[config.mk]
export PLATFORM = sky130hd
export DESIGN_NAME = gpg_shade
export DESIGN_NICKNAME = d
export VERILOG_FILES = /design/src/sv/gpg_pkg.sv /design/src/sv/gpg_shade.sv
export SDC_FILE = /design/constraint.sdc
export NUM_CORES = 1
export LEC_CHECK = 0
export ABC_AREA = 1
export BUFFER_PORTS_ARGS = -buffer_cell sky130_fd_sc_hd__buf_4
export CORE_MARGIN = 2
export CORE_UTILIZATION = 50
export DETAILED_ROUTE_END_ITERATION = 8
export PLACE_DENSITY = 0.81
export SYNTH_ARGS = -nofsm -noshare
export SYNTH_HDL_FRONTEND = slang
export SYNTH_SLANG_ARGS = --single-unit
[constraint.sdc]
create_clock -name clk -period 2.93 [get_ports clk]
set_input_delay 0.1465 -clock clk [delete_from_list [all_inputs] [get_ports clk]]
set_output_delay 0.1465 -clock clk [all_outputs]
set_load 0.01 [all_outputs]
[src/sv/gpg_pkg.sv]
// shared types and constants of the gradient pixel generator
`default_nettype none

package gpg_pkg;

	// field and register widths
	localparam int COORD_FIELD_BITS = 16;
	localparam int CHAN_BITS        = 8;
	localparam int OUT_CHANNELS     = 3;
	localparam int COLOR_BITS       = CHAN_BITS * OUT_CHANNELS;
	localparam int INV_BITS         = 48;
	localparam int INV_HALF         = INV_BITS / 2;
	localparam int RATIO_BITS       = 18;
	localparam int BLEND_BITS       = RATIO_BITS - 1;
	localparam int SCALE_SHIFT      = 32;
	localparam int CFG_INDEX_BITS   = 3;
	localparam int CFG_DATA_BITS    = INV_BITS;

	// q16 ratio limits
	localparam logic [RATIO_BITS-1:0] RATIO_ONE = 18'd65536;
	localparam logic [RATIO_BITS-1:0] RATIO_MAX = 18'd131072;

	// gradient modes
	localparam logic [1:0] MODE_LINEAR   = 2'd0;
	localparam logic [1:0] MODE_BILINEAR = 2'd1;
	localparam logic [1:0] MODE_RADIAL   = 2'd2;
	localparam logic [1:0] MODE_SOLID    = 2'd3;

	// register indexes
	localparam logic [CFG_INDEX_BITS-1:0] REG_MODE         = 3'd0;
	localparam logic [CFG_INDEX_BITS-1:0] REG_CHANNELS     = 3'd1;
	localparam logic [CFG_INDEX_BITS-1:0] REG_FORE_COLOR   = 3'd2;
	localparam logic [CFG_INDEX_BITS-1:0] REG_BACK_COLOR   = 3'd3;
	localparam logic [CFG_INDEX_BITS-1:0] REG_DELTA_X      = 3'd4;
	localparam logic [CFG_INDEX_BITS-1:0] REG_DELTA_Y      = 3'd5;
	localparam logic [CFG_INDEX_BITS-1:0] REG_INV_SCALE    = 3'd6;
	localparam logic [CFG_INDEX_BITS-1:0] REG_OFFSET_RATIO = 3'd7;

	// reset values
	localparam logic [1:0]            RST_CHANNELS   = 2'd3;
	localparam logic [COLOR_BITS-1:0] RST_BACK_COLOR = 24'hFFFFFF;

	typedef enum logic [1:0] {
		KIND_FORE,
		KIND_BACK,
		KIND_BLEND
	} kind_t;

	typedef struct packed {
		logic signed [COORD_FIELD_BITS-1:0] pos_x;
		logic signed [COORD_FIELD_BITS-1:0] pos_y;
		logic                               row_end;
	} in_word_t;

	typedef struct packed {
		logic [CHAN_BITS-1:0] chan_zero;
		logic [CHAN_BITS-1:0] chan_one;
		logic [CHAN_BITS-1:0] chan_two;
		logic                 span_end;
	} out_word_t;

	typedef struct packed {
		logic [1:0]                         mode;
		logic [1:0]                         channel_count;
		logic [COLOR_BITS-1:0]              fore_color;
		logic [COLOR_BITS-1:0]              back_color;
		logic signed [COORD_FIELD_BITS-1:0] delta_x;
		logic signed [COORD_FIELD_BITS-1:0] delta_y;
		logic [INV_BITS-1:0]                inv_scale;
		logic [RATIO_BITS-1:0]              offset_ratio;
	} cfg_regs_t;

	typedef struct packed {
		logic                  neg;
		logic [RATIO_BITS-1:0] ratio;
		logic                  span_end;
	} ratio_word_t;

endpackage

`default_nettype wire

[src/sv/gpg_shade.sv]
// shading pipeline: pixel kind, per-channel blend product, final colour
`default_nettype none

module gpg_shade #(
	parameter int NUM_CHANNELS = 3
) (
	input  wire logic                 clk,
	input  wire logic                 arst_n,
	input  wire logic                 in_valid,
	output logic                      in_ready,
	input  wire gpg_pkg::ratio_word_t in_word,
	input  wire gpg_pkg::cfg_regs_t   cfg,
	output logic                      out_valid,
	input  wire logic                 out_ready,
	output gpg_pkg::out_word_t        out_word
);

	localparam int PROD_BITS = gpg_pkg::CHAN_BITS + 1 + gpg_pkg::RATIO_BITS;
	localparam int FRAC_BITS = 16;

	logic v_s6, v_s7, en6, en7;
	assign en7 = !v_s7 || out_ready;
	assign en6 = !v_s6 || en7;
	assign in_ready = en6;

	gpg_pkg::kind_t kind;

	always_comb begin
		case (cfg.mode)
			gpg_pkg::MODE_LINEAR: begin
				if (in_word.neg) kind = gpg_pkg::KIND_FORE;
				else if (in_word.ratio > gpg_pkg::RATIO_ONE) kind = gpg_pkg::KIND_BACK;
				else kind = gpg_pkg::KIND_BLEND;
			end
			gpg_pkg::MODE_BILINEAR, gpg_pkg::MODE_RADIAL: begin
				if (in_word.ratio > gpg_pkg::RATIO_ONE) kind = gpg_pkg::KIND_BACK;
				else if (in_word.ratio < cfg.offset_ratio) kind = gpg_pkg::KIND_FORE;
				else kind = gpg_pkg::KIND_BLEND;
			end
			default: begin
				kind = gpg_pkg::KIND_BACK;
			end
		endcase
	end

	// fore + floor((back - fore) * r / 2^16) per channel
	logic [gpg_pkg::CHAN_BITS-1:0]    base_d [gpg_pkg::OUT_CHANNELS];
	logic signed [PROD_BITS-1:0]      prod_d [gpg_pkg::OUT_CHANNELS];
	logic [gpg_pkg::CHAN_BITS-1:0]    base_s6 [gpg_pkg::OUT_CHANNELS];
	logic signed [PROD_BITS-1:0]      prod_s6 [gpg_pkg::OUT_CHANNELS];
	logic                             end_s6;

	always_comb begin
		logic [gpg_pkg::CHAN_BITS-1:0]    fc, bc;
		logic signed [gpg_pkg::CHAN_BITS:0] diff;
		logic signed [gpg_pkg::RATIO_BITS-1:0] rs;
		logic                             ch_on;
		rs = $signed({1'b0, in_word.ratio[gpg_pkg::BLEND_BITS-1:0]});
		for (int b = 0; b < gpg_pkg::OUT_CHANNELS; b++) begin
			fc = cfg.fore_color[b*gpg_pkg::CHAN_BITS +: gpg_pkg::CHAN_BITS];
			bc = cfg.back_color[b*gpg_pkg::CHAN_BITS +: gpg_pkg::CHAN_BITS];
			diff = $signed({1'b0, bc}) - $signed({1'b0, fc});
			ch_on = (b < NUM_CHANNELS) && (2'(b) < cfg.channel_count);
			if (!ch_on) begin
				base_d[b] = '0;
				prod_d[b] = '0;
			end else if (kind == gpg_pkg::KIND_BACK) begin
				base_d[b] = bc;
				prod_d[b] = '0;
			end else if (kind == gpg_pkg::KIND_FORE) begin
				base_d[b] = fc;
				prod_d[b] = '0;
			end else begin
				base_d[b] = fc;
				prod_d[b] = PROD_BITS'(diff) * PROD_BITS'(rs);
			end
		end
	end

	logic [gpg_pkg::CHAN_BITS-1:0] chan_d [gpg_pkg::OUT_CHANNELS];
	gpg_pkg::out_word_t            word_s7;

	always_comb begin
		for (int b = 0; b < gpg_pkg::OUT_CHANNELS; b++) begin
			chan_d[b] = base_s6[b]
				+ prod_s6[b][FRAC_BITS +: gpg_pkg::CHAN_BITS];
		end
	end

	always_ff @(posedge clk or negedge arst_n) begin
		if (!arst_n) begin
			v_s6 <= 1'b0;
			v_s7 <= 1'b0;
		end else begin
			if (en6) v_s6 <= in_valid;
			if (en7) v_s7 <= v_s6;
		end
	end

	always_ff @(posedge clk) begin
		if (en6) begin
			base_s6 <= base_d;
			prod_s6 <= prod_d;
			end_s6  <= in_word.span_end;
		end
		if (en7) begin
			word_s7.chan_zero <= chan_d[0];
			word_s7.chan_one  <= chan_d[1];
			word_s7.chan_two  <= chan_d[2];
			word_s7.span_end  <= end_s6;
		end
	end

	assign out_valid = v_s7;
	assign out_word  = word_s7;

	a_solid_back: assert property (@(posedge clk) disable iff (!arst_n)
		out_valid && cfg.mode == gpg_pkg::MODE_SOLID && cfg.channel_count != '0
		|-> out_word.chan_zero == cfg.back_color[gpg_pkg::CHAN_BITS-1:0])
		else $error("solid mode pixel is not background");

	a_no_channels: assert property (@(posedge clk) disable iff (!arst_n)
		out_valid && cfg.channel_count == '0
		|-> out_word.chan_zero == '0 && out_word.chan_one == '0 && out_word.chan_two == '0)
		else $error("colour on pixel with no channels");

	a_one_channel: assert property (@(posedge clk) disable iff (!arst_n)
		out_valid && cfg.channel_count == 2'd1
		|-> out_word.chan_one == '0 && out_word.chan_two == '0)
		else $error("unused channel not zero");

endmodule

`default_nettype wire

After elaboration in Yosys (flattened, before gate mapping) --
Index checks and enable logic that the tools add are counted.
Word-level totals: register bits 124, bits of input ports 174, output and inout bits 27, logic and storage cells 51
Cells by class: $add $sub $neg 6, $mul 3, $lt $le $gt $ge 5, eq/ne operators 3, muxes and demuxes 8, bitwise logic cells 3, reduce and logical (&&, ||, !) cells 10
Operators with widths (count):
- multiplier 9 x 18 -> 24 bit | 3
- subtractor 8 x 8 -> 9 bit | 3
- adder 8 bit | 3
- two-way mux 8 bit | 3
- > comparator 18 x 17 -> 1 bit, second input constant | 1
- less-than comparator 18 bit | 1
- OR reduction 3 bit | 3
- two-way mux 2 bit | 4
- == test 2 x 1 -> 1 bit, second input constant | 2
- zero test 2 bit | 2
- less-than comparator 1 x 2 -> 1 bit, first input constant | 2
- one-hot mux 2 bit (2 select lines) | 1
- inverter 1 bit | 3
- == test 2 bit, second input constant | 1
- zero test 1 bit | 2
- logical OR 1 bit | 2
- less-than comparator 2 bit, first input constant | 1
- OR reduction 2 bit | 1

Longest topological paths before layout --
Gate-level depths: netlist of run 1.
depth in word-level cells 6, mapped depth 32, depth with buffers taken out 31

Worst setup path after synthesis of run 1 --
No wires, ideal clock.
path kind input -> register, start point input port cfg[114] (netlist name), end point register prod_s6[21] (netlist name), data pin, library setup time 0.260 ns, arrival time 5.309 ns, data required time 2.670 ns, setup slack -2.639 ns, cell stages on the path 27, path buffers 1, cell sequence inv_1 ha_1 fa_1 nand3b_1 nand2_1 xnor2_1 clkbuf_1 nor2_1 fa_1 inv_1 fa_1 inv_1 fa_1 fa_1 inv_1 fa_1 inv_1 ha_1 a21o_1 a21oi_1 nand2_1 nand2_1 nand2_1 nand2_1 nand2_1 nand2_1 a21oi_1
Between the ends: cells in the longest elaborated chain, start to end 2
Ends and longest elaborated chain:
- start: declaration | line gpg_shade.sv:12 | input wire gpg_pkg::cfg_regs_t cfg,
- subtractor 8 x 8 -> 9 bit | line gpg_shade.sv:62 | diff = $signed({1'b0, bc}) - $signed({1'b0, fc});
- multiplier 9 x 18 -> 24 bit | line gpg_shade.sv:75 | prod_d[b] = PROD_BITS'(diff) * PROD_BITS'(rs);
- end signal: assignment | line gpg_shade.sv:103 | prod_s6 <= prod_d;
- end: declaration | line gpg_shade.sv:50 | logic signed [PROD_BITS-1:0] prod_s6 [gpg_pkg::OUT_CHANNELS];
No other way between the ends. A chain may end at the register's enable or synchronous reset.

Final worst setup path of run 1 --
start point input port cfg[106] (netlist name), end point register prod_s6[47] (netlist name), data pin
Same word-level chain as after synthesis.

==> run metrics, run 1 <==
status=finished with violations; failing checks=setup timing; RR Startpoint=prod_s6[72]; share of cells above drive strength 1=0.301; Antenna Nets Post-Route=0; Max clock buf depth=2; gr usage total=0.319; Worst-Margin Slew=0.721 ns; post-synthesis cell type count=39; Synth-to-Final Area Change=34.3%; Syn Inst Count=2291; CTS buffer count=9; fin nets=3419; final hold slack=0.129 ns; Crit path required time=between 3 and 4 ns; Die X=197 um; Final Critical Period=between 5 and 6 ns; endpoints failing hold=0; core footprint=36600 um2; Initial Utilization=0.508; Detailed Route WL=60.5 mm; Final WS setup=-2.21 ns; most frequent cells in the layout=buf_4 (423), inv_1 (392), nand2_1 (376), fa_1 (307), nor2_1 (294); mean post-synth cell area=8.12 um2; Rows=70; first-pass detailed-route iteration total=7; vias per cell=5.49; via count=17.5k; unrepaired setup endpoints after global routing=true; Slew HR=0.520; sequential share of the synthesized area=0.122; CP endpoint kind=flop; routability cong.=0.971; flops & latches, synth=76; clock transition at the registers of the reported paths=approximately 0.060 ns; Hold Path End=base_s6[18]; TritonCTS clock tree=yes; FF-to-FF path depth=11; Wirelength per Cell=around 19 um; CP max FO=8; Setup crit start kind=input pin; Max Cap Viol=0; drt drc=0; Synth top area share=0.345; first-pass GRT wire length=between 90 and 100 mm; Die Height=197 um; R2R Setup Slk=0.74 ns; DR iter-0 viols=1181; clk_skew=0.0171 ns; clk_lat worst skew=0.38 ns; Synth Cell Area=18600 um2; hold_sp=cfg[100]; commonest non-fill, non-tap cell in the layout=buf_4; GRT Residual Overflow=0; Critical Path AT=5.24 ns; WS Path Type=input pin to flop; post-synth net total=3006; Hold Crit Depth=3; Post-DP HPWL=slightly below 50 mm; largest net degree at the start of global routing=52; period utilization=1.75; clock sinks=76; ranking of synthesized cells by area=fa_1 (35%), ha_1 (15%), edfxtp_1 (12%); final setup vio count=24; vias in the first global route=19.1k; initial antenna violation count=0; HP Class=input pin to flop; io pins=201; DIE AREA=38800 um2; Port Buf Inserts=120; pins over their slew limit=0; Max Clock Freq=195 MHz; Worst R2R End=out_word[24]; Synth area leader=fa_1; H-Tree Depth=3; Filler cells=2686; Synth Warn #=0; clock root cell=clkbuf_16
registers in the layout, indices dropped and copies added, names as in the netlist:
register,cells
out_word,25
base_s6,24
prod_s6,24
end_s6,1
out_valid,1
v_s6,1
how the worst max path moves through the flow:
stage	from	to	slack, ns	depth (start not counted)
CTS	cfg[124]	prod_s6[73]	-2.07	27
detailed placement	cfg[98]	prod_s6[77]	-2.72	30
global route	cfg[114]	prod_s6[21]	-2.37	30
global placement	cfg[106]	prod_s6[50]	-2.62	27
finish	cfg[106]	prod_s6[47]	-2.21	27
floorplan	cfg[116]	prod_s6[21]	-2.24	27
cells by family (layout without fill, tap and decap cells):
group / after synthesis / after routing / synth area share
adders and majority gates: 541 / 541 / 0.493
xor gates and xnor gates: 45 / 45 / 0.0220
AOI/OAI and AO/OA: 218 / 218 / 0.0627
DFF: 76 / 76 / 0.122
and+or+nand+nor: 906 / 906 / 0.195
buffers and inverters: 505 / 923 / 0.105
other: 0 / 2 / 0
synth_stat cells, drive strengths merged:
cell / instances
a31oi: 1
nand2: 432
o21a: 8
buf: 21
a21o: 8
nand3b: 8
clkbuf: 49
ha: 220
inv: 434
clkinv: 1
o21bai: 6
a21oi: 128
edfxtp: 74
nand4: 20
nand3: 72
or2: 4
xnor2: 22
nor3: 8
dfrtp: 2
o21ai: 64
fa: 321
a31o: 1
and3: 1
a21boi: 2
nor4: 5
xor2: 23
nor2: 356
timing repair:
item | CTS | global route
hold buffers | 3 | 0
hold endpoints to repair | 4 | 0
pin swaps | 78 | 82
buffers inserted | 19 | 9
setup endpoints to repair | 24 | 24
resized for setup | 123 | 150
critical path: stages:
cell and delay [ns]:
buf_8 0.09, inv_12 0.03, ha_4 0.15, fa_2 0.33, nand3b_1 0.18, nand2_2 0.11
buf_6 0.12, xor2_4 0.16, inv_2 0.07, buf_12 0.15, buf_12 0.15, nor2_4 0.08
fa_1 0.47, fa_2 0.62, fa_1 0.44, fa_2 0.56, ha_4 0.21, ha_4 0.27
a21oi_4 0.17, o21a_1 0.20, nor2_1 0.05, nor2_1 0.16, nand2_2 0.09, nand2_2 0.08
nand2_1 0.06, nand2_1 0.06, a21oi_1 0.05
per-layer routing:
layer,GRT usage,part of all wire,vias up
met3,0.0761,0.090,208
met5,0,0,-
met1,0.374,0.37,8553
met4,0.159,0.054,0
li1,-,-,7893
met2,0.548,0.49,808
through the flow:
stage,instances,TNS (ns),util,setup WS (ns),area (um2)
6_report,3179,-49.76,0.682,-2.21,25000
5_1_grt,3177,-54.23,0.682,-2.37,25000
4_1_cts,3169,-47.96,0.664,-2.07,24300
3_5_place_dp,3131,-61.80,0.636,-2.72,23300
3_3_place_gp,3131,-59.05,0.636,-2.62,23300
2_1_floorplan,2291,-49.23,-,-2.24,19500
cell type report:
type	instances	area, um2	share of cell area
antenna	2	5.00	0.000200
clock buffer	10	229	0.00917
clock inverter	6	62.6	0.00250
inverter	435	1690	0.0677
multi-input combinational	1710	16200	0.648
sequential	76	2270	0.0910
tap	468	586	0.0234
timing repair buffer	472	3950	0.158
Power of run 1 is left out: the tool's default activity adds up to more than one toggle a clock period on the data nets, which glitch-free logic cannot reach.
==> inputs of run 2 (changes only) <==
--- a/config.mk
+++ b/config.mk
@@ -14,3 +14,4 @@
 export SYNTH_ARGS = -nofsm -noshare
 export SYNTH_HDL_FRONTEND = slang
 export SYNTH_SLANG_ARGS = --single-unit
+export TNS_END_PERCENT = 20
==> run 2 against run 1 <==
  * The run still ends with setup timing left
  * Cell area is 2.9% lower
  * Die area stayed put
  * Setup slack worse by 0.10 ns
  * Critical path depth is 3 lower
  * Fmax is 2.0% lower
  * Count of clock-buffer cells in the layout is 1 lower
  * Cell count is 0.88% lower
  * Clock skew is 0.011 ns lower
  * Routed wire length is 1.1% higher
==> run metrics, run 2 (synthesized netlist as in run 1, its figures left out) <==
max FFs per register=25; Rows=70; unrepaired setup endpoints after global routing=true; io pins=201; CTS buffer count=9; Wirelength per Cell=roughly 19 um; Filler cells=2710; FF+latch area=2270 um2; area of the multi-input gates=~16000 um2; Max Cap Viol=0; DR iter-0 viols=1461; clk_lat worst skew=0.36 ns; Worst-Margin Slew=0.558 ns; HP Class=input pin to async pin; vias in the first global route=18.7k; Max Clock Freq=about 190 MHz; CP endpoint kind=flop; Antenna Nets Post-Route=0; initial antenna violation count=1; via count=17.6k; WS Path Type=input pin to flop; RR Startpoint=prod_s6[18]; FF-to-FF path depth=11; TritonCTS clock tree=yes; clock root cell=clkbuf_16; Setup crit start kind=input pin; # diodes=0; clk_skew=0.00567 ns; Slew HR=0.628; Initial Utilization=0.508; CP max stage cell=fa_1; status=finished with violations; vias per cell=5.59; CP Launch Point=cfg[106]; final setup vio count=24; drt drc=0; routability cong.=roughly 0.97; share of cells above drive strength 1=0.261; core footprint=roughly 37000 um2; period utilization=1.79; Final WS setup=-2.31 ns; commonest non-fill, non-tap cell in the layout=nand2_1; H-Tree Depth=3; Critical Path AT=5.35 ns; GRT Residual Overflow=0; DIE AREA=38800 um2; fin nets=3393; Detailed Route WL=61.1 mm; Final Critical Period=~5.2 ns; R2R Setup Slk=0.80 ns; Port Buf Inserts=120; Worst path max stage delay=~0.57 ns; failing checks=setup timing; first-pass GRT wire length=94.7 mm; Worst R2R End=out_word[8]; Crit path required time=3.04 ns; clock transition at the registers of the reported paths=about 0.06 ns; most frequent cells in the layout=nand2_1 (407), buf_4 (401), inv_1 (396), nor2_1 (315), fa_1 (313); gr usage total=0.314; clock sinks=76; first-pass detailed-route iteration total=8; Post-DP HPWL=about 47 mm; pins over their slew limit=0; Synth-to-Final Area Change=30.4%; largest net degree at the start of global routing=34; CP cell instances=buf_6 > inv_4 > ha_4 > fa_2 > buf_4 > buf_4 > xnor2_2 > buf_4 > buf_4 > nand2_1 > fa_1 > inv_1 > fa_1 > fa_1 > fa_1 > ha_1 > ha_4 > nand2_1 > nor2_2 > inv_2 > nor3_4 > nand4_1 > nand4_1 > a21oi_2; pre-CTS setup slack=-2.68 ns; Max clock buf depth=2; Die Height=197 um; Die X=approximately 200 um; CP max FO=7; endpoints failing hold=0
run 2: cell types whose count changed in the layout (fill, tap and decap cells not counted), sizes merged:
cell | before | now
buf | 469 | 443
clkbuf | 10 | 9
clkinv | 5 | 3
clkinvlp | 0 | 2
diode | 2 | 0
inv | 435 | 436
run 2: routing by layer:
layer / vias to the layer above / wire length, um / global-route usage
li1: 7837 / - / -
met3: 269 / 5580 / 0.0640
met4: 0 / 3920 / 0.166
met2: 979 / 29200 / 0.533
met1: 8523 / 22400 / 0.378
met5: - / 0 / 0
run 2: critical path: cells and delay by family:
| family | cells | cell delay (ns) |
|---|---|---|
| and+or+nand+nor | 6 | 0.80 |
| AOI/OAI and AO/OA | 1 | 0.07 |
| adders and majority gates | 8 | 3.11 |
| buffers and inverters | 8 | 0.97 |
| xor gates and xnor gates | 1 | 0.23 |
run 2: what timing repair did:
item | 4_1_cts | 5_1_grt
hold endpoints to repair | 4 | 0
endpoints found under the setup margin | 24 | 24
pin swaps | 50 | 46
hold buffers | 3 | 0
setup buffers | 19 | 6
resized for setup | 133 | 119
run 2: worst max-delay path by stage:
stage | end | cells past startpoint
floorplan | prod_s6[50] | 29
global placement | prod_s6[49] | 25
detailed placement | prod_s6[49] | 26
CTS | prod_s6[19] | 27
global route | prod_s6[48] | 30
finish | prod_s6[49] | 24
run 2: cell type report:
| class | count | share of cell area |
|---|---|---|
| Clock inverter | 7 | 0.00309 |
| Clock buffer | 9 | 0.00928 |
| Timing Repair Buffer | 446 | 0.154 |
| Multi-Input combinational cell | 1710 | 0.648 |
| Inverter | 435 | 0.0685 |
| Sequential cell | 76 | 0.0937 |
| Tap cell | 468 | 0.0241 |
run 2: stage by stage:
stage | hold slack (ns) | utilization | setup TNS, ns | cell area, um2 | std cells
5_1_grt | 0.0983 | 0.663 | -55.91 | 24300 | 3151
3_3_place_gp | -0.0708 | 0.614 | -59.70 | 22500 | 3108
3_5_place_dp | -0.0697 | 0.614 | -62.01 | 22500 | 3108
6_report | 0.0972 | 0.663 | -51.06 | 24300 | 3151
2_1_floorplan | -0.149 | - | -52.64 | 18800 | 2291
4_1_cts | 0.0996 | 0.647 | -48.42 | 23700 | 3146
Power of run 2 is left out for the same reason.
